<file path="config.mk">
export PLATFORM = sky130hd
export DESIGN_NAME = qkv_head_split_tile_address_gen_core
export DESIGN_NICKNAME = d
export VERILOG_FILES = /design/src/hdl/qkvhs_pkg.sv /design/src/hdl/qkvhs_cfg.sv /design/src/hdl/qkvhs_div.sv /design/src/hdl/qkvhs_addr.sv /design/src/hdl/qkvhs_emit.sv /design/src/hdl/qkv_head_split_tile_address_gen_core.sv
export VERILOG_INCLUDE_DIRS = /design/src /design/src/hdl
export SDC_FILE = /design/constraint.sdc
export NUM_CORES = 2
export LEC_CHECK = 0
export ABC_AREA = 1
export BUFFER_PORTS_ARGS = -buffer_cell sky130_fd_sc_hd__buf_2
export CAP_MARGIN = 15
export CORE_MARGIN = 2
export CORE_UTILIZATION = 55
export CTS_BUF_LIST = sky130_fd_sc_hd__clkbuf_4
export DETAILED_ROUTE_END_ITERATION = 12
export GPL_TIMING_DRIVEN = 0
export PLACE_DENSITY = 0.71
export SYNTH_ARGS = -nofsm -noshare
export SYNTH_HDL_FRONTEND = slang
export SYNTH_SLANG_ARGS = --single-unit
export TNS_END_PERCENT = 100
</file>
<file path="constraint.sdc">
create_clock -name clk -period 10 [get_ports clk]
set_input_delay 1.5 -clock clk [delete_from_list [all_inputs] [get_ports clk]]
set_output_delay 1.5 -clock clk [all_outputs]
set_load 0.005 [all_outputs]
</file>
<file path="src/hdl/assert_macros.svh">
// assertion helpers shared by the rtl modules
// both expect clk and rst_n in scope
`ifndef ASSERT_MACROS_SVH
`define ASSERT_MACROS_SVH

// property must hold at every clock edge outside reset
`define ASSERT_CLK(name, prop, msg) \
    name: assert property (@(posedge clk) disable iff (!rst_n) prop) \
        else $error(msg);

// condition must never be seen outside reset
`define ASSERT_NEVER(name, cond, msg) \
    name: assert property (@(posedge clk) disable iff (!rst_n) !(cond)) \
        else $error(msg);

`endif

</file>
<file path="src/hdl/qkvhs_pkg.sv">
package qkvhs_pkg;

    // field and datapath widths
    localparam int OFFS_W     = 20;
    localparam int UNIT_W     = 21;
    localparam int HG_W       = 8;
    localparam int RW_W       = 12;
    localparam int GQ_W       = 18;
    localparam int GKV_W      = 13;
    localparam int QKV_W      = 19;
    localparam int TILE_W     = 32;
    localparam int CFG_IDX_W  = 4;
    localparam int CFG_DATA_W = 20;

    // divider layout: quotient bits resolved per stage, stage count
    localparam int DIV_BITS_PER_STAGE = 3;
    localparam int DIV_STAGES         = UNIT_W / DIV_BITS_PER_STAGE;

    // register indexes
    localparam logic [CFG_IDX_W-1:0] CFG_Q_HEADS_PER_KV  = 4'd0;
    localparam logic [CFG_IDX_W-1:0] CFG_NUM_KV_HEADS    = 4'd1;
    localparam logic [CFG_IDX_W-1:0] CFG_HEAD_DIM_TILES  = 4'd2;
    localparam logic [CFG_IDX_W-1:0] CFG_ROW_WIDTH_TILES = 4'd3;
    localparam logic [CFG_IDX_W-1:0] CFG_SEQ_TILES       = 4'd4;
    localparam logic [CFG_IDX_W-1:0] CFG_HEAD_GROUPS     = 4'd5;
    localparam logic [CFG_IDX_W-1:0] CFG_HEADS_PER_GROUP = 4'd6;
    localparam logic [CFG_IDX_W-1:0] CFG_UNIT_START      = 4'd7;

    typedef enum logic [1:0] {
        CHUNK_Q = 2'd0,
        CHUNK_K = 2'd1,
        CHUNK_V = 2'd2
    } chunk_t;

    // configuration as seen by the datapath
    typedef struct packed {
        logic [OFFS_W-1:0] unit_start;
        logic [HG_W-1:0]   hg;
        logic [RW_W-1:0]   rw;
        logic [GQ_W-1:0]   grp_q;
        logic [GKV_W-1:0]  grp_kv;
        logic [GQ_W-1:0]   q_total;
        logic [QKV_W-1:0]  qkv_total;
        logic              ne_q;
        logic              ne_kv;
    } cfg_t;

    // chunk start tiles of one work unit
    typedef struct packed {
        logic [TILE_W-1:0] start_q;
        logic [TILE_W-1:0] start_k;
        logic [TILE_W-1:0] start_v;
    } job_t;

endpackage

</file>
<file path="src/hdl/qkvhs_cfg.sv">
module qkvhs_cfg (
    input  logic                                 clk,
    input  logic                                 rst_n,
    input  logic                                 cfg_valid,
    output logic                                 cfg_ready,
    input  logic [qkvhs_pkg::CFG_IDX_W-1:0]      cfg_index,
    input  logic [qkvhs_pkg::CFG_DATA_W-1:0]     cfg_data,
    output qkvhs_pkg::cfg_t                      cfg
);

    logic [4:0]                       qh_reg;
    logic [7:0]                       nkv_reg;
    logic [4:0]                       hd_reg;
    logic [qkvhs_pkg::RW_W-1:0]       rw_reg;
    logic [qkvhs_pkg::HG_W-1:0]       hg_reg;
    logic [7:0]                       hpg_reg;
    logic [qkvhs_pkg::OFFS_W-1:0]     us_reg;

    logic [qkvhs_pkg::GKV_W-1:0]      hq_reg;
    logic [qkvhs_pkg::GKV_W-1:0]      nq_reg;
    logic [qkvhs_pkg::GKV_W-1:0]      grp_kv_reg;
    logic [qkvhs_pkg::GKV_W-1:0]      kv_total_reg;
    logic [qkvhs_pkg::GQ_W-1:0]       grp_q_reg;
    logic [qkvhs_pkg::GQ_W-1:0]       q_total_reg;
    logic [qkvhs_pkg::QKV_W-1:0]      qkv_total_reg;

    assign cfg_ready = 1'b1;

    always_ff @(posedge clk or negedge rst_n)
    begin
        if (!rst_n)
        begin
            qh_reg  <= 5'd1;
            nkv_reg <= 8'd16;
            hd_reg  <= 5'd2;
            rw_reg  <= 12'd96;
            hg_reg  <= 8'd16;
            hpg_reg <= 8'd1;
            us_reg  <= '0;
        end
        else if (cfg_valid)
        begin
            case (cfg_index)
                qkvhs_pkg::CFG_Q_HEADS_PER_KV:  qh_reg  <= cfg_data[4:0];
                qkvhs_pkg::CFG_NUM_KV_HEADS:    nkv_reg <= cfg_data[7:0];
                qkvhs_pkg::CFG_HEAD_DIM_TILES:  hd_reg  <= cfg_data[4:0];
                qkvhs_pkg::CFG_ROW_WIDTH_TILES: rw_reg  <= cfg_data[11:0];
                // base tile is block * row width, so the split by seq tiles drops out
                qkvhs_pkg::CFG_SEQ_TILES:       ;
                qkvhs_pkg::CFG_HEAD_GROUPS:     hg_reg  <= cfg_data[7:0];
                qkvhs_pkg::CFG_HEADS_PER_GROUP: hpg_reg <= cfg_data[7:0];
                qkvhs_pkg::CFG_UNIT_START:      us_reg  <= cfg_data;
                default:                        ;
            endcase
        end
    end

    // derived products, registered from the config registers behind a write
    always_ff @(posedge clk)
    begin
        hq_reg        <= qkvhs_pkg::GKV_W'(hpg_reg) * qkvhs_pkg::GKV_W'(qh_reg);
        nq_reg        <= qkvhs_pkg::GKV_W'(nkv_reg) * qkvhs_pkg::GKV_W'(qh_reg);
        grp_kv_reg    <= qkvhs_pkg::GKV_W'(hpg_reg) * qkvhs_pkg::GKV_W'(hd_reg);
        kv_total_reg  <= qkvhs_pkg::GKV_W'(nkv_reg) * qkvhs_pkg::GKV_W'(hd_reg);
        grp_q_reg     <= qkvhs_pkg::GQ_W'(hq_reg) * qkvhs_pkg::GQ_W'(hd_reg);
        q_total_reg   <= qkvhs_pkg::GQ_W'(nq_reg) * qkvhs_pkg::GQ_W'(hd_reg);
        qkv_total_reg <= qkvhs_pkg::QKV_W'(q_total_reg) + qkvhs_pkg::QKV_W'(kv_total_reg);
    end

    always_comb
    begin
        cfg.unit_start = us_reg;
        cfg.hg         = (hg_reg == '0) ? qkvhs_pkg::HG_W'(1) : hg_reg;
        cfg.rw         = rw_reg;
        cfg.grp_q      = grp_q_reg;
        cfg.grp_kv     = grp_kv_reg;
        cfg.q_total    = q_total_reg;
        cfg.qkv_total  = qkv_total_reg;
        cfg.ne_q       = (grp_q_reg != '0);
        cfg.ne_kv      = (grp_kv_reg != '0);
    end

endmodule

</file>
<file path="src/hdl/qkvhs_div.sv">
`include "assert_macros.svh"

module qkvhs_div (
    input  logic                               clk,
    input  logic                               rst_n,
    input  logic                               en,
    input  logic [qkvhs_pkg::HG_W-1:0]         hg,
    input  logic                               in_valid,
    input  logic [qkvhs_pkg::UNIT_W-1:0]       dividend,
    output logic                               out_valid,
    output logic [qkvhs_pkg::UNIT_W-1:0]       quot,
    output logic [qkvhs_pkg::HG_W-1:0]         rem
);

    localparam int NS  = qkvhs_pkg::DIV_STAGES;
    localparam int BPS = qkvhs_pkg::DIV_BITS_PER_STAGE;
    localparam int UW  = qkvhs_pkg::UNIT_W;
    localparam int RW  = qkvhs_pkg::HG_W;

    // work word holds the unconsumed dividend bits on top, quotient bits below
    logic [NS-1:0] v_reg;
    logic [UW-1:0] w_reg  [NS];
    logic [RW-1:0] r_reg  [NS];
    logic [UW-1:0] w_next [NS];
    logic [RW-1:0] r_next [NS];

    for (genvar s = 0; s < NS; s++)
    begin : g_stage
        logic [UW-1:0] w_in;
        logic [RW-1:0] r_in;

        if (s == 0)
        begin : g_first
            assign w_in = dividend;
            assign r_in = '0;
        end
        else
        begin : g_rest
            assign w_in = w_reg[s-1];
            assign r_in = r_reg[s-1];
        end

        // restoring steps, one quotient bit each
        always_comb
        begin
            logic [RW:0]   t;
            logic [RW-1:0] r;
            logic [UW-1:0] w;
            r = r_in;
            w = w_in;
            for (int b = 0; b < BPS; b++)
            begin
                t = {r, w[UW-1]};
                if (t >= {1'b0, hg})
                begin
                    t = t - {1'b0, hg};
                    w = {w[UW-2:0], 1'b1};
                end
                else
                begin
                    w = {w[UW-2:0], 1'b0};
                end
                r = t[RW-1:0];
            end
            w_next[s] = w;
            r_next[s] = r;
        end

        always_ff @(posedge clk)
        begin
            if (en)
            begin
                w_reg[s] <= w_next[s];
                r_reg[s] <= r_next[s];
            end
        end
    end

    always_ff @(posedge clk or negedge rst_n)
    begin
        if (!rst_n)
        begin
            v_reg <= '0;
        end
        else if (en)
        begin
            v_reg <= {v_reg[NS-2:0], in_valid};
        end
    end

    assign out_valid = v_reg[NS-1];
    assign quot      = w_reg[NS-1];
    assign rem       = r_reg[NS-1];

    `ASSERT_CLK(a_rem_below_divisor, v_reg[NS-1] |-> (r_reg[NS-1] < hg),
        "divider remainder not below the group count")

endmodule

</file>
<file path="src/hdl/qkvhs_addr.sv">
module qkvhs_addr (
    input  logic                               clk,
    input  logic                               rst_n,
    input  logic                               en,
    input  qkvhs_pkg::cfg_t                    cfg,
    input  logic                               in_valid,
    input  logic [qkvhs_pkg::UNIT_W-1:0]       block,
    input  logic [qkvhs_pkg::HG_W-1:0]         group,
    output logic                               out_valid,
    output qkvhs_pkg::job_t                    job
);

    localparam int TW  = qkvhs_pkg::TILE_W;
    localparam int BPW = qkvhs_pkg::UNIT_W + qkvhs_pkg::RW_W;
    localparam int GQW = qkvhs_pkg::HG_W + qkvhs_pkg::GQ_W;
    localparam int GKW = qkvhs_pkg::HG_W + qkvhs_pkg::GKV_W;

    logic [2:0]     v_reg;
    logic [BPW-1:0] base_prod;
    logic [GQW-1:0] gq_prod;
    logic [GKW-1:0] gk_prod;
    logic [TW-1:0]  base_reg;
    logic [GQW-1:0] gq_reg;
    logic [GKW-1:0] gk_reg;
    logic [TW-1:0]  s0_reg;
    logic [TW-1:0]  b1_reg;
    logic [TW-1:0]  q_reg;
    logic [TW-1:0]  k_reg;
    logic [TW-1:0]  vv_reg;

    assign base_prod = BPW'(block) * BPW'(cfg.rw);
    assign gq_prod   = GQW'(group) * GQW'(cfg.grp_q);
    assign gk_prod   = GKW'(group) * GKW'(cfg.grp_kv);

    always_ff @(posedge clk)
    begin
        if (en)
        begin
            // products
            base_reg <= base_prod[TW-1:0];
            gq_reg   <= gq_prod;
            gk_reg   <= gk_prod;
            // group offsets onto the row base
            s0_reg   <= base_reg + TW'(gq_reg);
            b1_reg   <= base_reg + TW'(gk_reg);
            // skip past the q and k sections of the fused row
            q_reg    <= s0_reg;
            k_reg    <= b1_reg + TW'(cfg.q_total);
            vv_reg   <= b1_reg + TW'(cfg.qkv_total);
        end
    end

    always_ff @(posedge clk or negedge rst_n)
    begin
        if (!rst_n)
        begin
            v_reg <= '0;
        end
        else if (en)
        begin
            v_reg <= {v_reg[1:0], in_valid};
        end
    end

    assign out_valid   = v_reg[2];
    assign job.start_q = q_reg;
    assign job.start_k = k_reg;
    assign job.start_v = vv_reg;

endmodule

</file>
<file path="src/hdl/qkvhs_emit.sv">
`include "assert_macros.svh"

module qkvhs_emit #(
    parameter int MAX_TILES = 64
) (
    input  logic                               clk,
    input  logic                               rst_n,
    input  qkvhs_pkg::cfg_t                    cfg,
    input  logic                               job_valid,
    output logic                               job_ready,
    input  qkvhs_pkg::job_t                    job,
    output logic                               tile_valid,
    input  logic                               tile_ready,
    output logic [qkvhs_pkg::TILE_W-1:0]       tile_index,
    output logic [1:0]                         chunk,
    output logic                               chunk_end,
    output logic                               last
);

    localparam int CW = $clog2(MAX_TILES);
    localparam int TW = qkvhs_pkg::TILE_W;
    localparam int LW = qkvhs_pkg::GQ_W;

    logic                  act_reg,  act_next;
    qkvhs_pkg::chunk_t     c_reg,    c_next;
    logic [CW-1:0]         i_reg,    i_next;
    logic [CW-1:0]         n_reg,    n_next;
    qkvhs_pkg::job_t       job_reg;
    logic                  tv_reg,   tv_next;
    logic [TW-1:0]         tile_reg;
    qkvhs_pkg::chunk_t     chunk_reg;
    logic                  ce_reg;
    logic                  last_reg;

    logic                  adv;
    logic                  step;
    logic                  load;
    logic                  free;
    logic [LW-1:0]         len_c;
    logic [TW-1:0]         start_c;
    logic                  ce;
    logic                  trunc;
    logic                  has_next;
    logic                  fin;
    qkvhs_pkg::chunk_t     c_after;

    assign adv  = !tv_reg || tile_ready;
    assign step = adv && act_reg;
    assign free = !act_reg || (step && fin);
    assign load = job_valid && free;
    assign job_ready = free;

    // current tile decode
    always_comb
    begin
        case (c_reg)
            qkvhs_pkg::CHUNK_Q:
            begin
                len_c    = cfg.grp_q;
                start_c  = job_reg.start_q;
                has_next = cfg.ne_kv;
                c_after  = qkvhs_pkg::CHUNK_K;
            end
            qkvhs_pkg::CHUNK_K:
            begin
                len_c    = LW'(cfg.grp_kv);
                start_c  = job_reg.start_k;
                has_next = 1'b1;
                c_after  = qkvhs_pkg::CHUNK_V;
            end
            default:
            begin
                len_c    = LW'(cfg.grp_kv);
                start_c  = job_reg.start_v;
                has_next = 1'b0;
                c_after  = qkvhs_pkg::CHUNK_V;
            end
        endcase
        ce    = ((LW'(i_reg) + LW'(1)) == len_c);
        trunc = (n_reg == CW'(MAX_TILES - 1));
        fin   = trunc || (ce && !has_next);
    end

    // walk state
    always_comb
    begin
        act_next = act_reg;
        c_next   = c_reg;
        i_next   = i_reg;
        n_next   = n_reg;
        if (step)
        begin
            if (fin)
            begin
                act_next = 1'b0;
            end
            else if (ce)
            begin
                c_next = c_after;
                i_next = '0;
                n_next = n_reg + CW'(1);
            end
            else
            begin
                i_next = i_reg + CW'(1);
                n_next = n_reg + CW'(1);
            end
        end
        if (load)
        begin
            // a unit with every chunk empty gives nothing
            act_next = cfg.ne_q || cfg.ne_kv;
            c_next   = cfg.ne_q ? qkvhs_pkg::CHUNK_Q : qkvhs_pkg::CHUNK_K;
            i_next   = '0;
            n_next   = '0;
        end
        tv_next = adv ? act_reg : tv_reg;
    end

    always_ff @(posedge clk or negedge rst_n)
    begin
        if (!rst_n)
        begin
            act_reg <= 1'b0;
            c_reg   <= qkvhs_pkg::CHUNK_Q;
            i_reg   <= '0;
            n_reg   <= '0;
            tv_reg  <= 1'b0;
        end
        else
        begin
            act_reg <= act_next;
            c_reg   <= c_next;
            i_reg   <= i_next;
            n_reg   <= n_next;
            tv_reg  <= tv_next;
        end
    end

    always_ff @(posedge clk)
    begin
        if (load)
        begin
            job_reg <= job;
        end
        if (step)
        begin
            tile_reg  <= start_c + TW'(i_reg);
            chunk_reg <= c_reg;
            ce_reg    <= ce || fin;
            last_reg  <= fin;
        end
    end

    assign tile_valid = tv_reg;
    assign tile_index = tile_reg;
    assign chunk      = chunk_reg;
    assign chunk_end  = ce_reg;
    assign last       = last_reg;

    `ASSERT_CLK(a_tile_within_count, act_reg |-> (i_reg <= n_reg),
        "tile index in chunk runs ahead of emitted count")
    `ASSERT_CLK(a_unit_continues, (step && !fin) |=> act_reg,
        "unit dropped before its last tile")
    `ASSERT_NEVER(a_empty_q_walked, act_reg && c_reg == qkvhs_pkg::CHUNK_Q && !cfg.ne_q,
        "walking an empty query chunk")

endmodule

</file>
<file path="src/hdl/qkv_head_split_tile_address_gen_core.sv">
// channel | dir | handshake               | payload
// unit    | in  | unit_valid / unit_ready | unit_offset[19:0]
// tile    | out | tile_valid / tile_ready | tile_index[31:0], chunk[1:0], chunk_end, last
// cfg     | in  | cfg_valid / cfg_ready   | cfg_index[3:0], cfg_data[19:0]
//
// the accepting edge loads the entry stage; tile_valid rises once the unit has passed:
// 7 divider stages (3 quotient bits each), 3 address stages, 1 walker load, 1 output
// each unit then gives min(Q + 2*KV tiles, MAX_TILES_PER_UNIT) tiles, one tile a cycle
// while tile_ready holds, or no tile if every chunk is empty
// reset is asynchronous: config registers take their defaults, pipeline empties
// tile_ready low freezes the output register and walker; the pipe stalls behind them
module qkv_head_split_tile_address_gen_core #(
    parameter int MAX_TILES_PER_UNIT = 64
) (
    input  logic                                 clk,
    input  logic                                 rst_n,
    // work unit requests
    input  logic                                 unit_valid,
    output logic                                 unit_ready,
    input  logic [qkvhs_pkg::OFFS_W-1:0]         unit_offset,
    // tile requests out
    output logic                                 tile_valid,
    input  logic                                 tile_ready,
    output logic [qkvhs_pkg::TILE_W-1:0]         tile_index,
    output logic [1:0]                           chunk,
    output logic                                 chunk_end,
    output logic                                 last,
    // register writes
    input  logic                                 cfg_valid,
    output logic                                 cfg_ready,
    input  logic [qkvhs_pkg::CFG_IDX_W-1:0]      cfg_index,
    input  logic [qkvhs_pkg::CFG_DATA_W-1:0]     cfg_data
);

    qkvhs_pkg::cfg_t                     cfg;

    // pipe advance: everything moves when the walker can take the next unit
    logic                                pipe_en;
    logic                                unit_v_reg;
    logic [qkvhs_pkg::UNIT_W-1:0]        unit_reg;

    logic                                div_valid;
    logic [qkvhs_pkg::UNIT_W-1:0]        block;
    logic [qkvhs_pkg::HG_W-1:0]          group;

    logic                                job_valid;
    logic                                job_ready;
    qkvhs_pkg::job_t                     job;

    qkvhs_cfg u_cfg (
        .clk       (clk),
        .rst_n     (rst_n),
        .cfg_valid (cfg_valid),
        .cfg_ready (cfg_ready),
        .cfg_index (cfg_index),
        .cfg_data  (cfg_data),
        .cfg       (cfg)
    );

    assign pipe_en    = !job_valid || job_ready;
    assign unit_ready = pipe_en;

    // entry stage: global unit index, 21 bits so the sum never wraps
    always_ff @(posedge clk or negedge rst_n)
    begin
        if (!rst_n)
        begin
            unit_v_reg <= 1'b0;
        end
        else if (pipe_en)
        begin
            unit_v_reg <= unit_valid;
        end
    end

    always_ff @(posedge clk)
    begin
        if (pipe_en)
        begin
            unit_reg <= qkvhs_pkg::UNIT_W'(cfg.unit_start)
                      + qkvhs_pkg::UNIT_W'(unit_offset);
        end
    end

    // block = unit / group count, group = remainder of that division
    qkvhs_div u_div (
        .clk       (clk),
        .rst_n     (rst_n),
        .en        (pipe_en),
        .hg        (cfg.hg),
        .in_valid  (unit_v_reg),
        .dividend  (unit_reg),
        .out_valid (div_valid),
        .quot      (block),
        .rem       (group)
    );

    // row base is block * row width (batch and seq tile recombine to block),
    // then q, k and v chunk starts for the group
    qkvhs_addr u_addr (
        .clk       (clk),
        .rst_n     (rst_n),
        .en        (pipe_en),
        .cfg       (cfg),
        .in_valid  (div_valid),
        .block     (block),
        .group     (group),
        .out_valid (job_valid),
        .job       (job)
    );

    // tile walker with registered output
    qkvhs_emit #(
        .MAX_TILES (MAX_TILES_PER_UNIT)
    ) u_emit (
        .clk        (clk),
        .rst_n      (rst_n),
        .cfg        (cfg),
        .job_valid  (job_valid),
        .job_ready  (job_ready),
        .job        (job),
        .tile_valid (tile_valid),
        .tile_ready (tile_ready),
        .tile_index (tile_index),
        .chunk      (chunk),
        .chunk_end  (chunk_end),
        .last       (last)
    );

endmodule

</file>
==> qor.yml <==
cpMaxStageDelayCell: "nand2_1"
synth-simple-area-share_pct: 15.3
start_kind: "flip-flop"
clkTransAtPathRegs_ns: 0.07
gp_congestion: 0.973
numClockSinks: 795
hpwlAfterDp_mm: 123
async_flop_share_pct: 11.7
clk_root_buffer_cell: "clkbuf_4"
tns_ns: 0
synth-edff-count: 595
relSlewSlack_pct: 21.1
synth_area_leaders: "edfxtp_1, fa_1, ha_1"
finClkSkew_ns: 0.130
synth-compound-area-share_pct: 7.99
largest_reg_flops: 147
syn_to_final_growth_pct: 8.44
netlist_area_sq_mm: 0.0641
synthFlopType: "edfxtp_1"
worstMarginPinSlew_ns: 1.18
io_pins: 88
grt_pass1_vias: 49700
powerDensity_mw_per_mm2: 322
crit_type: "flip-flop to flip-flop"
num_vias: 48700
fin_ws_ns: 2.32
yosysTopAreaCell: "edfxtp_1"
holdWs_ns: 0.336
grt_antenna_before_repair: 7
post_cts_buffers: 0
grt.total_usage_pct: 26.7
place_worst_setup_slack_ns: 2.42
core_area_sq_mm: 0.116
fin_crit_sh_pct: 76.8
first_iter_violations: 3219
synth.most_common_cell: "nand2_1"
syn_inst: 7104
dieWidth_um: 346
crit_fanout: 14
synth-xor-area-share_pct: 5.75
grt_pass1_wl_mm: 254
wire_per_inst_um: 17.2
yosysUniqueCellTypes: 63
fmax_ghz: 0.130
gr-total-overflow: 0
hold_buffers: 0
drive_gt1_share_pct: 7.13
min_path_type: "primary input to asynchronous set/reset pin"
hold_viol: 0
cp_data_required_time_ns: 10.88
clkLatencyLatePin_ns: 1.21
worst_path_most_repeated_cell: "nand2_1"
rr_startpoint: "u_cfg.hg_reg[5]"
yosys.area_share.adder_pct: 27.4
port_buffers: 86
synth.area.mux_share_pct: 0.140
cts_buffers: 208
maxCapViolCount: 0
setup.worst_path.end_class: "flip-flop"
status: "finished clean"
crit_path_start: "u_cfg.hg_reg[5]"
ys_seq_area_share_pct: 34.8
synth_area_per_cell_sq_um: 9.03
start_util_pct: 55.3
finalNetCount: 8554
row_count: 125
synth.top_cell.area_share_pct: 27.9
syn-num-nets: 8247
ir_drop_mv: 0.448
yosys-top-cells-count: "nand2_1, inv_1, edfxtp_1, ha_1, fa_1"
drc: 0
setup_viol: 0
p_leak_nw: 34.5
yosys_warnings: 0
worstPathArrival_ns: 8.57
clock_path_buffers: 3
vias_per_cell: 5.35
wirelength_mm: 156
dieArea_sq_mm: 0.119
final_core_util_pct: 60.0
drv_slew: 0
drtAntennaViolNets: 0
critPathMaxStageDelay_ns: 0.45
synth_top_family_by_area: "adder cells"
cts_resized: 0
grt_max_degree: 121
drtPass1Iterations: 6
rsz0062_at_grt: "false"
ys_seq_elements: 795
cts.htree.levels: 4
period_needed_ns: 7.68
cts_tree: "done"
die_y_um: 346
[path summary, 6_finish.rpt]
check                                           to  cells after the start  slack, ns
worst max-delay path             u_div.r_reg[6][1]                     36       2.32
worst min register to register  u_div.w_reg[5][20]                      0       0.34
worst min-delay path               u_cfg.hg_reg[3]                      1       0.34
worst max register to register   u_div.r_reg[6][1]                     36       2.32
max in group asynchronous          u_emit.i_reg[3]                      2       8.88
min in group clk                u_div.w_reg[5][20]                      0       0.34
[power by group]
part           total, mW  internal [mW]  switching, mW
combinational       14.6           5.43           9.14
sequential          4.90           4.62          0.281
clock               2.90           1.49           1.42
total               22.4           11.5           10.8
[cell families after synthesis]
family,Yosys count
AO/OA/AOI/OAI,921
buffers and inverters,1449
other,1
adder cells (fa/ha/maj),1094
multiplexers,8
AND/OR/NAND/NOR,2415
flip-flops,795
XOR/XNOR,421
[cells in the final DEF (no fill, tap or decap), drive strengths merged, types with 189 or more instances in the layout]
| cell | Yosys | final |
|---|---|---|
| nand2 | 1724 | 1724 |
| inv | 1258 | 1264 |
| edfxtp | 595 | 595 |
| ha | 578 | 578 |
| fa | 516 | 516 |
| clkbuf | 157 | 459 |
| a21oi | 405 | 405 |
| nor2 | 331 | 331 |
| o21ai | 316 | 316 |
| xor2 | 291 | 291 |
| nand3 | 189 | 189 |
[routing by layer]
| metal | up-vias | routed length (um) | GRT usage (%) |
|---|---|---|---|
| met5 | - | 22 | 0 |
| met4 | 4 | 6620 | 12.4 |
| met3 | 378 | 10400 | 5.35 |
| met2 | 1587 | 74500 | 44.7 |
| met1 | 23200 | 64800 | 33.5 |
| li1 | 23500 | - | - |
[final cells by class]
type                       count  area, sq um
fill                        9987        46300
multi-input combinational   4860        36300
sequential                   795        22300
inverter                    1258         4720
clock buffer                 302         2270
tap                         1524         1910
buffer                       191          810
timing repair buffer          97          721
clock inverter                73          483
antenna                        7         17.5
[metrics by stage]
step | power, mW | instance area (sq um) | std cells
2_1_floorplan | 15.8 | 64100 | 7104
3_3_place_gp | 18.9 | 66500 | 8714
3_5_place_dp | 19.4 | 66800 | 8725
4_1_cts | 22.4 | 69500 | 9100
5_1_grt | 24.7 | 69600 | 9105
6_report | 22.4 | 69600 | 9107
[critical path: cells and delay by family (launching register included)]
kind                     cells  cell delay, ns
AO/OA/AOI/OAI               10            2.52
adder cells (fa/ha/maj)      3            0.90
buffers and inverters        5            1.14
flip-flops                   1            0.39
AND/OR/NAND/NOR             18            2.47
No activity file was read; power rests on OpenSTA's default activity.
